### src/rtl/rrts_pkg.sv
package rrts_pkg;
	localparam int MAX_SEGMENTS_DEF = 16;
	localparam logic [15:0] STEP_MASK = 16'hE000;
	localparam logic [1:0] CMD_CLEAR = 2'd0;
	localparam logic [1:0] CMD_LOAD = 2'd1;
	localparam logic [1:0] CMD_SNAP = 2'd2;
endpackage

### src/rtl/rrts_ram.sv
module rrts_ram #(
	parameter int WIDTH = 8,
	parameter int DEPTH = 16
) (
	input  logic                     clk,
	input  logic                     we,
	input  logic [$clog2(DEPTH)-1:0] waddr,
	input  logic [WIDTH-1:0]         wdata,
	input  logic [$clog2(DEPTH)-1:0] raddr,
	output logic [WIDTH-1:0]         rdata
);
	logic [WIDTH-1:0] mem_q [DEPTH];

	always_ff @(posedge clk) begin
		if (we) begin
			mem_q[waddr] <= wdata;
		end
		rdata <= mem_q[raddr];
	end
endmodule

### src/rtl/rrts_div.sv
module rrts_div (
	input  logic        clk,
	input  logic        arst_n,
	input  logic        start,
	input  logic [16:0] dividend,
	input  logic [12:0] divisor,
	output logic        done,
	output logic [16:0] quotient
);
	logic [4:0]  cnt_q;
	logic        busy_q;
	logic [16:0] quo_q;
	logic [13:0] rem_q;
	logic [13:0] rem_sh;
	logic [12:0] div_q;

	assign rem_sh = {rem_q[12:0], quo_q[16]};
	assign quotient = quo_q;

	always_ff @(posedge clk or negedge arst_n) begin
		if (!arst_n) begin
			busy_q <= 1'b0;
			cnt_q  <= '0;
			done   <= 1'b0;
		end else begin
			done <= 1'b0;
			if (start) begin
				busy_q <= 1'b1;
				cnt_q  <= 5'd0;
			end else if (busy_q) begin
				cnt_q <= cnt_q + 5'd1;
				if (cnt_q == 5'd16) begin
					busy_q <= 1'b0;
					done   <= 1'b1;
				end
			end
		end
	end

	always_ff @(posedge clk) begin
		if (start) begin
			quo_q <= dividend;
			rem_q <= '0;
			div_q <= divisor;
		end else if (busy_q) begin
			if (rem_sh >= {1'b0, div_q}) begin
				rem_q <= rem_sh - {1'b0, div_q};
				quo_q <= {quo_q[15:0], 1'b1};
			end else begin
				rem_q <= rem_sh;
				quo_q <= {quo_q[15:0], 1'b0};
			end
		end
	end
endmodule

### src/rtl/resolution_range_table_snap_unit.sv
// Segment table with nearest-value snapping. Clear and load beats are taken
// in the idle state; a load that flushes two held words at once also passes
// through the flush state. A snap query on an empty table answers zero; else
// it first walks all stored segments to find the table bounds (a read state
// and a bound state per segment). Unless the wanted value lies outside them,
// it then walks them again: a read and a segment state for a single value,
// and also a divide state for a range, which runs a 17-step shift-subtract
// divider. The block takes no beat until a query's answer beat has been taken.
module resolution_range_table_snap_unit #(
	parameter int MAX_SEGMENTS = rrts_pkg::MAX_SEGMENTS_DEF
) (
	input  logic        clk,
	input  logic        arst_n,
	input  logic        s_tvalid,
	output logic        s_tready,
	// tdata: list_word[15:0], wanted_value[31:16]
	input  logic [31:0] s_tdata,
	// tuser: command[1:0]
	input  logic [1:0]  s_tuser,
	input  logic        s_tlast,
	output logic        m_tvalid,
	input  logic        m_tready,
	// tdata: snapped_value[15:0], segment_total[20:16], table_overflowed[21], zero
	output logic [23:0] m_tdata
);
	import rrts_pkg::*;

	localparam int AW = (MAX_SEGMENTS > 1) ? $clog2(MAX_SEGMENTS) : 1;
	localparam int CW = $clog2(MAX_SEGMENTS + 1);
	localparam int RD = 1 << AW;

	localparam logic [2:0] ST_IDLE  = 3'd0;
	localparam logic [2:0] ST_FLUSH = 3'd1;
	localparam logic [2:0] ST_BRD   = 3'd2;
	localparam logic [2:0] ST_BND   = 3'd3;
	localparam logic [2:0] ST_SRD   = 3'd4;
	localparam logic [2:0] ST_SEG   = 3'd5;
	localparam logic [2:0] ST_DIV   = 3'd6;
	localparam logic [2:0] ST_OUT   = 3'd7;

	logic [2:0]    state_q;
	logic [CW-1:0] count_q;
	logic [15:0]   first_q, step_q;
	logic [1:0]    held_q;
	logic          stopped_q, ovf_q;
	logic [CW-1:0] idx_q;
	logic [15:0]   want_q, lo_q, hi_q, best_q, cand_q;
	logic [16:0]   bdel_q;
	logic [15:0]   res_q;
	logic          cmp_q;

	logic [1:0]  cmd;
	logic [15:0] word;
	logic        lend;
	assign cmd  = s_tuser;
	assign word = s_tdata[15:0];
	assign lend = s_tlast;

	logic          we;
	logic [AW-1:0] waddr;
	logic [44:0]   wdata, rdata;
	logic [AW-1:0] raddr;
	logic [15:0]   r_from, r_to;
	logic [12:0]   r_str;
	assign r_from = rdata[15:0];
	assign r_to   = rdata[31:16];
	assign r_str  = rdata[44:32];
	assign raddr  = idx_q[AW-1:0];

	rrts_ram #(.WIDTH(45), .DEPTH(RD)) u_ram (
		.clk(clk), .we(we), .waddr(waddr), .wdata(wdata),
		.raddr(raddr), .rdata(rdata)
	);

	logic        dstart, ddone;
	logic [16:0] dividend, quotient;
	logic [15:0] clip;
	assign clip = (want_q < r_from) ? r_from : ((want_q > r_to) ? r_to : want_q);
	assign dividend = {1'b0, clip - r_from} + {5'd0, r_str[12:1]};
	assign dstart = (state_q == ST_SEG) && (r_str != 13'd0);

	rrts_div u_div (
		.clk(clk), .arst_n(arst_n), .start(dstart), .dividend(dividend),
		.divisor(r_str), .done(ddone), .quotient(quotient)
	);

	// One segment add per cycle, driven by the load path.
	logic        add;
	logic [15:0] add_lo, add_hi;
	logic [12:0] add_str;
	logic        room;
	assign room  = count_q < CW'(MAX_SEGMENTS);
	assign we    = add && room;
	assign waddr = count_q[AW-1:0];
	assign wdata = {add_str, add_hi, add_lo};

	logic [16:0] prod;
	logic [15:0] cand_c;
	logic [16:0] delta_c;
	logic [29:0] mul;
	assign mul    = 30'(quotient) * 30'(r_str);
	assign prod   = 17'(r_from) + mul[16:0];
	assign cand_c = (mul[29:17] != '0 || prod > {1'b0, r_to}) ? r_to : prod[15:0];

	logic [15:0] seg_cand;
	assign seg_cand = (state_q == ST_DIV) ? cand_q : r_from;
	assign delta_c = (seg_cand > want_q) ? 17'(seg_cand - want_q) : 17'(want_q - seg_cand);

	assign s_tready = (state_q == ST_IDLE) && !m_tvalid;

	always_comb begin
		add = 1'b0;
		add_lo = first_q;
		add_hi = first_q;
		add_str = '0;
		if (state_q == ST_FLUSH) begin
			add = 1'b1;
			add_lo = step_q;
			add_hi = step_q;
		end else if (s_tvalid && s_tready && cmd == CMD_LOAD) begin
			if (!stopped_q) begin
				if (word == '0) begin
					add = held_q != 2'd0;
				end else if (held_q == 2'd1) begin
					add = ((word & STEP_MASK) != STEP_MASK) || lend;
				end else if (held_q == 2'd2) begin
					add = 1'b1;
					add_lo = (word < first_q) ? word : first_q;
					add_hi = (word < first_q) ? first_q : word;
					add_str = (step_q[12:0] == '0) ? 13'd1 : step_q[12:0];
				end else if (lend) begin
					add = 1'b1;
					add_lo = word;
					add_hi = word;
				end
			end else if (lend) begin
				add = held_q != 2'd0;
			end
		end
	end

	always_ff @(posedge clk or negedge arst_n) begin
		if (!arst_n) begin
			state_q   <= ST_IDLE;
			count_q   <= '0;
			first_q   <= '0;
			step_q    <= '0;
			held_q    <= '0;
			stopped_q <= 1'b0;
			ovf_q     <= 1'b0;
			m_tvalid  <= 1'b0;
			cmp_q     <= 1'b0;
		end else begin
			if (m_tvalid && m_tready) begin
				m_tvalid <= 1'b0;
			end
			if (add) begin
				if (room) begin
					count_q <= count_q + CW'(1);
				end else begin
					ovf_q <= 1'b1;
				end
			end
			unique case (state_q)
				ST_IDLE: begin
					if (s_tvalid && s_tready) begin
						case (cmd)
							CMD_CLEAR: begin
								count_q   <= '0;
								held_q    <= '0;
								stopped_q <= 1'b0;
								ovf_q     <= 1'b0;
							end
							CMD_LOAD: begin
								if (!stopped_q) begin
									if (word == '0) begin
										if (held_q == 2'd2) begin
											state_q <= ST_FLUSH;
										end
										held_q    <= '0;
										stopped_q <= !lend;
									end else if (held_q == 2'd0) begin
										first_q <= word;
										held_q  <= lend ? 2'd0 : 2'd1;
									end else if (held_q == 2'd1) begin
										if ((word & STEP_MASK) == STEP_MASK) begin
											step_q <= word;
											held_q <= lend ? 2'd0 : 2'd2;
											if (lend) begin
												state_q <= ST_FLUSH;
											end
										end else begin
											first_q <= word;
											held_q  <= lend ? 2'd0 : 2'd1;
											if (lend) begin
												step_q  <= word;
												state_q <= ST_FLUSH;
											end
										end
									end else begin
										held_q <= '0;
									end
								end else if (lend) begin
									stopped_q <= 1'b0;
									held_q    <= '0;
									if (held_q == 2'd2) begin
										state_q <= ST_FLUSH;
									end
								end
							end
							CMD_SNAP: begin
								want_q <= s_tdata[31:16];
								idx_q  <= '0;
								lo_q   <= '0;
								hi_q   <= '0;
								if (count_q == '0) begin
									res_q   <= '0;
									state_q <= ST_OUT;
								end else begin
									state_q <= ST_BRD;
								end
							end
							default: ;
						endcase
					end
				end
				ST_FLUSH: state_q <= ST_IDLE;
				ST_BRD: state_q <= ST_BND;
				ST_BND: begin
					if (lo_q == '0 || r_from < lo_q) begin
						lo_q <= r_from;
					end
					if (r_to > hi_q) begin
						hi_q <= r_to;
					end
					if (idx_q + CW'(1) == count_q) begin
						idx_q   <= '0;
						state_q <= ST_SRD;
					end else begin
						idx_q   <= idx_q + CW'(1);
						state_q <= ST_BRD;
					end
				end
				ST_SRD: begin
					if (want_q < lo_q) begin
						res_q   <= lo_q;
						state_q <= ST_OUT;
					end else if (want_q > hi_q) begin
						res_q   <= hi_q;
						state_q <= ST_OUT;
					end else begin
						if (idx_q == '0) begin
							best_q <= lo_q;
							bdel_q <= 17'h1FFFF;
						end
						state_q <= ST_SEG;
					end
				end
				ST_SEG: begin
					if (r_str != 13'd0) begin
						state_q <= ST_DIV;
						cand_q  <= '0;
					end else begin
						if (delta_c < bdel_q) begin
							bdel_q <= delta_c;
							best_q <= seg_cand;
						end
						state_q <= (idx_q + CW'(1) == count_q) ? ST_OUT : ST_SRD;
						idx_q   <= idx_q + CW'(1);
						res_q   <= (delta_c < bdel_q) ? seg_cand : best_q;
					end
				end
				ST_DIV: begin
					if (ddone) begin
						cand_q <= cand_c;
						cmp_q  <= 1'b1;
					end else if (cmp_q) begin
						cmp_q <= 1'b0;
						if (delta_c < bdel_q) begin
							bdel_q <= delta_c;
							best_q <= seg_cand;
						end
						state_q <= (idx_q + CW'(1) == count_q) ? ST_OUT : ST_SRD;
						idx_q   <= idx_q + CW'(1);
						res_q   <= (delta_c < bdel_q) ? seg_cand : best_q;
					end
				end
				ST_OUT: begin
					if (!m_tvalid) begin
						m_tvalid <= 1'b1;
						state_q  <= ST_IDLE;
					end
				end
				default: state_q <= ST_IDLE;
			endcase
		end
	end

	assign m_tdata = {2'b00, ovf_q, 5'(count_q), res_q};

	a_out_hold: assert property (@(posedge clk) disable iff (!arst_n)
		m_tvalid && !m_tready |=> m_tvalid && $stable(m_tdata));
	a_busy_no_input: assert property (@(posedge clk) disable iff (!arst_n)
		state_q != ST_IDLE |-> !s_tready);
	a_count_range: assert property (@(posedge clk) disable iff (!arst_n)
		count_q <= CW'(MAX_SEGMENTS));
endmodule

### config.mk
export PLATFORM = sky130hd
export DESIGN_NAME = resolution_range_table_snap_unit
export DESIGN_NICKNAME = d
export VERILOG_FILES = /design/src/rtl/rrts_pkg.sv /design/src/rtl/rrts_ram.sv /design/src/rtl/rrts_div.sv /design/src/rtl/resolution_range_table_snap_unit.sv
export SDC_FILE = /design/constraint.sdc
export NUM_CORES = 2
export LEC_CHECK = 0
export BUFFER_PORTS_ARGS = -buffer_cell sky130_fd_sc_hd__buf_4
export CAP_MARGIN = 10
export CELL_PAD_IN_SITES_DETAIL_PLACEMENT = 2
export CELL_PAD_IN_SITES_GLOBAL_PLACEMENT = 2
export CORE_MARGIN = 4
export CORE_UTILIZATION = 23
export CTS_CLUSTER_DIAMETER = 100
export DETAILED_ROUTE_END_ITERATION = 16
export GPL_TIMING_DRIVEN = 0
export HOLD_SLACK_MARGIN = 0.03
export PLACE_DENSITY_LB_ADDON = 0.1
export SLEW_MARGIN = 20
export SYNTH_ARGS = -nofsm -noshare
export SYNTH_HDL_FRONTEND = slang
export SYNTH_HIERARCHICAL = 1
export SYNTH_SLANG_ARGS = --single-unit
### constraint.sdc
create_clock -name clk -period 19.45 [get_ports clk]
set_input_delay 3.89 -clock clk [delete_from_list [all_inputs] [get_ports clk]]
set_output_delay 3.89 -clock clk [all_outputs]
set_load 0.03 [all_outputs]
; Word-level counts from Yosys, hierarchy flattened
; Memory sizes are Yosys's and may differ from the RTL's. A register that Yosys moved wholly into a read port is not among the register bits.
; Index checks and enable logic that the tools add are counted.
; W data, S select, Z words.
[op_classes]
reduce_logical = 43
addsub = 9
multipliers = 1
n_eq_ne = 37
n_lt_le_gt_ge = 12
n_bitwise = 3
mux = 138
[ops]
columns = op, n
row1 = $mux W16, 42
row2 = $mux W17, 10
row3 = $mux W13, 8
row4 = $pmux W16 S2, 3
row5 = $mux W5, 13
row6 = $gt A16 B16 Y1, 4
row7 = $lt A16 B16 Y1, 4
row8 = $pmux W16 S4, 1
row9 = $pmux W17 S3, 1
row10 = $pmux W16 S3, 1
row11 = $mux W3, 13
row12 = $sub A16 B16 Y17, 2
row13 = $logic_not A16 Y1, 2
row14 = $mul A17 B13 Y30, 1
row15 = $mux W1, 30
row16 = $reduce_bool A13 Y1, 2
row17 = $pmux W3 S8, 1
row18 = $mux W2, 11
row19 = $ne A2 B2 Y1 const B, 10
row20 = $pmux W5 S4, 1
row21 = $reduce_and A9 Y1, 2
row22 = $add A16 B12 Y17, 1
row23 = $add A16 B17 Y17, 1
row24 = $gt A17 B16 Y1, 1
row25 = other kinds (39), 78
[word_totals]
elab_cells = 267
in_bits = 39
output_inout_bits = 26
register_bits = 214
mem_bits_rw = 720
mem_count = 1
[memory_table]
columns = memory, words, width, read_ports, rd_ports_with_merged_regs, write_ports, line
row1 = u_ram.mem_q, 16, 45, 1, 1, 1, rrts_ram.sv:12  ; logic [WIDTH-1:0] mem_q [DEPTH];

; Depth between registers and ports, before layout
[depth]
ltp_word = 11
ltp_mapped = 37
mapped_depth_nobuf = 34

; Modules after synthesis
; The synthesis kept the hierarchy.
[modules_own_cells]
columns = mod, cells_each, n_inst, seq_area_each_um2, area_each_um2
row1 = rrts_ram, 1166, 1, 22521.6, 28222.1
row2 = resolution_range_table_snap_unit, 2657, 1, 4694.5, 23132.2
row3 = rrts_div, 250, 1, 1336.3, 2758.9

; Worst setup path after synthesis
; No wires, ideal clock.
[synth_timing]
path_kind = input-to-reg
startpoint = in s_tdata[11]
endpoint = mem u_ram.mem_q[0][0], enable pin
setup_time_ns = 0.503
t_arrival_ns = 8.802
required_time_ns = 18.947
path_slack_ns = 10.145
path_stages = 9
path_cell_list = nor4_1 -> a41oi_1 -> o21ai_0 -> a21oi_1 -> o21ai_0 -> nor2b_1 -> clkbuf_1 -> or3b_2 -> nor3_1
[synth_between]
elab_chain_cells = 8
[synth_lines]
columns = item, line
row1 = "start, declared", resolution_range_table_snap_unit.sv:17  ; input logic [31:0] s_tdata,
row2 = $logic_not A16 Y1, resolution_range_table_snap_unit.sv:122  ; if (word == '0) begin
row3 = $mux W1, resolution_range_table_snap_unit.sv:122
row4 = $mux W1, resolution_range_table_snap_unit.sv:121  ; if (!stopped_q) begin
row5 = $mux W1, resolution_range_table_snap_unit.sv:120  ; end else if (s_tvalid && s_tready && cmd == CMD_LOAD) begin
row6 = $mux W1, resolution_range_table_snap_unit.sv:116  ; if (state_q == ST_FLUSH) begin
row7 = $logic_and A1 B1 Y1, resolution_range_table_snap_unit.sv:93  ; assign we = add && room;
row8 = via we, resolution_range_table_snap_unit.sv:59  ; logic we;
row9 = $mux W1, rrts_ram.sv:15  ; if (we) begin
row10 = $mux W1 (implied by the code), rrts_ram.sv:16  ; mem_q[waddr] <= wdata;
row11 = "end, declared", rrts_ram.sv:12
; The timed path passes the listed nets, and every way through them passes these cells.

; Worst setup path after layout
[layout_timing]
startpoint = reg u_ram.rdata[38], read port of u_ram.mem_q
endpoint = reg cand_q[14] (data pin)
[layout_between]
elab_chain_cells = 7
elab_cells_between_ends = 8
cone_classes = 1 x add/sub / 1 x mul / 1 x order compare / 3 x mux / 2 x reduce/logical
[layout_lines]
columns = item, line
row1 = "start, declared", rrts_ram.sv:10  ; output logic [WIDTH-1:0] rdata
row2 = $mul A17 B13 Y30 *, resolution_range_table_snap_unit.sv:101  ; assign mul = 30'(quotient) * 30'(r_str);
row3 = $add A16 B17 Y17, resolution_range_table_snap_unit.sv:102  ; assign prod = 17'(r_from) + mul[16:0];
row4 = $gt A17 B16 Y1, resolution_range_table_snap_unit.sv:103  ; assign cand_c = (mul[29:17] != '0 || prod > {1'b0, r_to}) ? r_to : prod[15:0];
row5 = $logic_or A1 B1 Y1, resolution_range_table_snap_unit.sv:103
row6 = $mux W16 *, resolution_range_table_snap_unit.sv:103
row7 = $mux W16 *, resolution_range_table_snap_unit.sv:274  ; if (ddone) begin
row8 = $pmux W16 S2 *, resolution_range_table_snap_unit.sv:164  ; unique case (state_q)
row9 = "end signal, assigned", resolution_range_table_snap_unit.sv:275  ; cand_q <= cand_c;
row10 = "end, declared", resolution_range_table_snap_unit.sv:47  ; logic [15:0] want_q, lo_q, hi_q, best_q, cand_q;
; Every way passes the cells marked *; elsewhere a longest branch is shown, timed or not. The select of a mux whose other input is x is not followed.
; A chain may end at the register's enable or synchronous reset.

==> results.py <==
metrics = {
    "critical_path": {
        "crit_slowest_cell": "dfxtp_1",
        "r2r-end": "cand_q[14]",
        "cp-start-kind": "register",
        "worst-path-buf-inv": 6,
        "crit_family": "adder cells",
        "end_kind": "register",
        "r2r_cells": 33,
        "cp.required_ns": 20.01,
        "critPathMaxFanout": 12,
        "reg2reg_from": "u_ram/rdata[38]",
        "cp_slowest_stage_delay_ns": 0.98,
        "crit_arrival_ns": 11.83,
        "critPathKind": "reg -> reg",
        "r2r_setup_slack_ns": 8.18,
        "crit_top_cell": "fa_1",
    },
    "timing": {
        "clock_skew_ns": 0.1017,
        "hold_slack_ns": 0.4914,
        "final.setup.tns_ns": 0,
        "timing.slew.headroom_pct": 18.10,
        "hold_viol": 0,
        "worst_slack_ns": 8.183,
        "period_minus_slack_ns": 11.27,
        "post-route-period-util_pct": 57.93,
        "rsz0062_at_grt": "false",
        "setup_viol": 0,
        "clock.fmax_ghz": 0.08876,
        "drv_slew": 0,
        "worst_pin_slew_ns": 1.228,
    },
    "yosys": {
        "syn_inst": 4073,
        "synth_warnings": 6,
        "synth-seq-cells": 979,
        "async_reset_ff_share_pct": 5.414,
        "yosysTopAreaCell": "edfxtp_1",
        "syn_avg_cell_area_um2": 13.29,
        "yosysTopAreaCellShare_pct": 48.17,
        "synth_edf_count": 868,
        "synth_ff_type": "edfxtp_1",
        "synth_cell_types": 99,
        "synth.most_common_cell": "edfxtp_1",
        "synthTopCellsByArea": "edfxtp_1 (48%), ha_1 (7.2%), fa_1 (6.4%), mux4_2 (4.8%), mux4_1 (3.1%)",
        "synth_common_cells": "edfxtp_1 (868), inv_1 (401), ha_1 (310)",
        "synth-seq-area-share_pct": 52.76,
        "syn-cell-area_um2": 54110,
    },
    "min_path": {
        "holdPathStages": 2,
        "hold_class": "reg -> reg",
        "hold-path-endpoint": "cmp_q",
        "min-delay-start": "cmp_q",
    },
    "floorplan": {
        "initial_utilization_pct": 23.18,
        "rows": 177,
        "core_area_um2": 233400,
        "die_x_um": 493.1,
        "die_h_um": 493.1,
        "die_area_um2": 243100,
        "io_pins": 65,
    },
    "run": {
        "maxCapViolCount": 0,
    },
    "grt": {
        "grt_pass1_wl_um": 290900,
        "grt_max_degree": 36,
        "grt_usage_pct": 16.54,
        "grt_pass1_vias": 38620,
        "grt_overflow_total": 0,
        "antenna_found_initial": 17,
    },
    "clock_network": {
        "cts_sinks": 979,
        "post_cts_buffers": 0,
        "cts_hold_buf": 0,
        "cts_tree": "done",
        "clk_pin_slew_ns": 0.06,
        "h-tree-depth": 3,
        "worstSkewPairLatency_ns": 0.80,
        "cts-root-buf": "clkbuf_16",
        "cts_buffers": 118,
        "clock_path_buffers": 3,
        "ctsResizeCount": 0,
    },
    "final_layout": {
        "nNetsFinal": 4869,
        "utilization_pct": 27.44,
        "area_growth_pct": 18.36,
        "drive_gt1_share_pct": 14.43,
    },
    "detailed_routing": {
        "antenna_left": 0,
        "dr.pass1.iters": 7,
        "drtIter0Drc": 2042,
        "routed_wl_um": 202800,
        "vias_per_cell": 4.596,
        "drc_errors": 0,
        "via_count": 34901,
        "routedWlPerCell_um": 26.70,
    },
    "place": {
        "numPortBuffers": 62,
        "gp_congestion": 0.7747,
        "dp_slack_ns": 7.719,
        "dp_hpwl_um": 152300,
    },
    "run_status": {
        "status": "complete, no violations",
    },
}
[cell type report]
class	instances	area [µm²]
Sequential cell	979	28550
Buffer	171	929.6
Tap cell	3132	3919
Antenna cell	12	30.03
Fill cell	24919	169400
Clock buffer	159	3178
Inverter	402	1509
Multi-Input combinational cell	2522	23380
Timing Repair Buffer	154	1934
Clock inverter	62	618.1
[cells in the final DEF, fill, tap and decap left out, types with 20 or more instances in the layout]
cell type,n
xnor2_1,59
o21a_1,22
and2_1,170
dfxtp_1,58
dfrtp_1,53
nor3_1,32
o211ai_1,23
o22ai_1,20
mux4_2,116
nor4_1,23
nand2b_1,24
fa_1,172
buf_16,23
edfxtp_1,868
buf_2,34
ha_1,310
a21o_1,69
clkinv_2,21
a22oi_1,92
buf_4,97
nor2_1,186
nand4_1,34
o21ai_0,114
a211oi_1,38
nor2b_1,27
clkbuf_16,119
clkbuf_1,140
a21oi_1,154
nand3_1,37
inv_1,401
buf_12,29
clkinv_1,25
mux2_2,52
nand2_1,292
xor2_1,28
mux2i_1,68
mux4_1,64
[sequential cells by signal, indices dropped and copies added (netlist names), 17 cells and up]
name / cells
u_ram/mem_q: 720
u_ram/rdata: 45
bdel_q: 17
u_div/quotient: 17
[worst max path at each step]
stage,from,end,depth (start not counted)
after floorplan,s_tdata[11],u_ram/mem_q[0][0],9
after global placement,s_tdata[0],u_ram/mem_q[8][38],10
after detailed placement,u_ram/rdata[38],cand_q[14],33
after CTS,u_ram/rdata[38],cand_q[14],33
after global routing,u_ram/rdata[38],cand_q[14],33
final,u_ram/rdata[38],cand_q[14],33
[layer usage]
metal / wire length (µm) / global-route usage [%] / vias to the layer above
met2: 98430 / 28.05 / 444
met3: 6728 / 2.328 / 190
met4: 4058 / 3.482 / 2
li1: - / - / 15690
met1: 93530 / 22.48 / 18575
met5: 10 / 0 / -
[logic make-up (layout without fill, tap and decap cells)]
| kind of cell | count (synthesis) | count (layout) | share of synthesized area (%) |
|---|---|---|---|
| flip-flops | 979 | 979 | 52.76 |
| AND/OR/NAND/NOR | 929 | 929 | 8.446 |
| AO/OA/AOI/OAI | 719 | 719 | 9.001 |
| buffers and inverters | 573 | 948 | 4.502 |
| adder cells (fa/ha/maj) | 484 | 484 | 13.57 |
| multiplexers | 301 | 301 | 10.30 |
| XOR/XNOR | 87 | 87 | 1.408 |
| other | 1 | 14 | 0.006930 |
[worst register-to-register path, delay by kind of cell (launching register included)]
family	cells	cell delay, ns
compound gates	5	1.76
xor+xnor	2	0.61
fa+ha+maj	8	3.87
buf+inv	6	1.20
flops	1	0.98
mux	1	0.23
simple gates	11	2.41
[per-stage QoR]
step / cells / area, µm²
floorplan: 4074 / 54120
detailed placement: 7360 / 60210
global placement: 7268 / 58500
finish: 7593 / 64050
global route: 7582 / 64020
CTS: 7581 / 64010
Power is left out: the tool's default activity adds up to more than one toggle a clock period on the data nets, which glitch-free logic cannot reach.
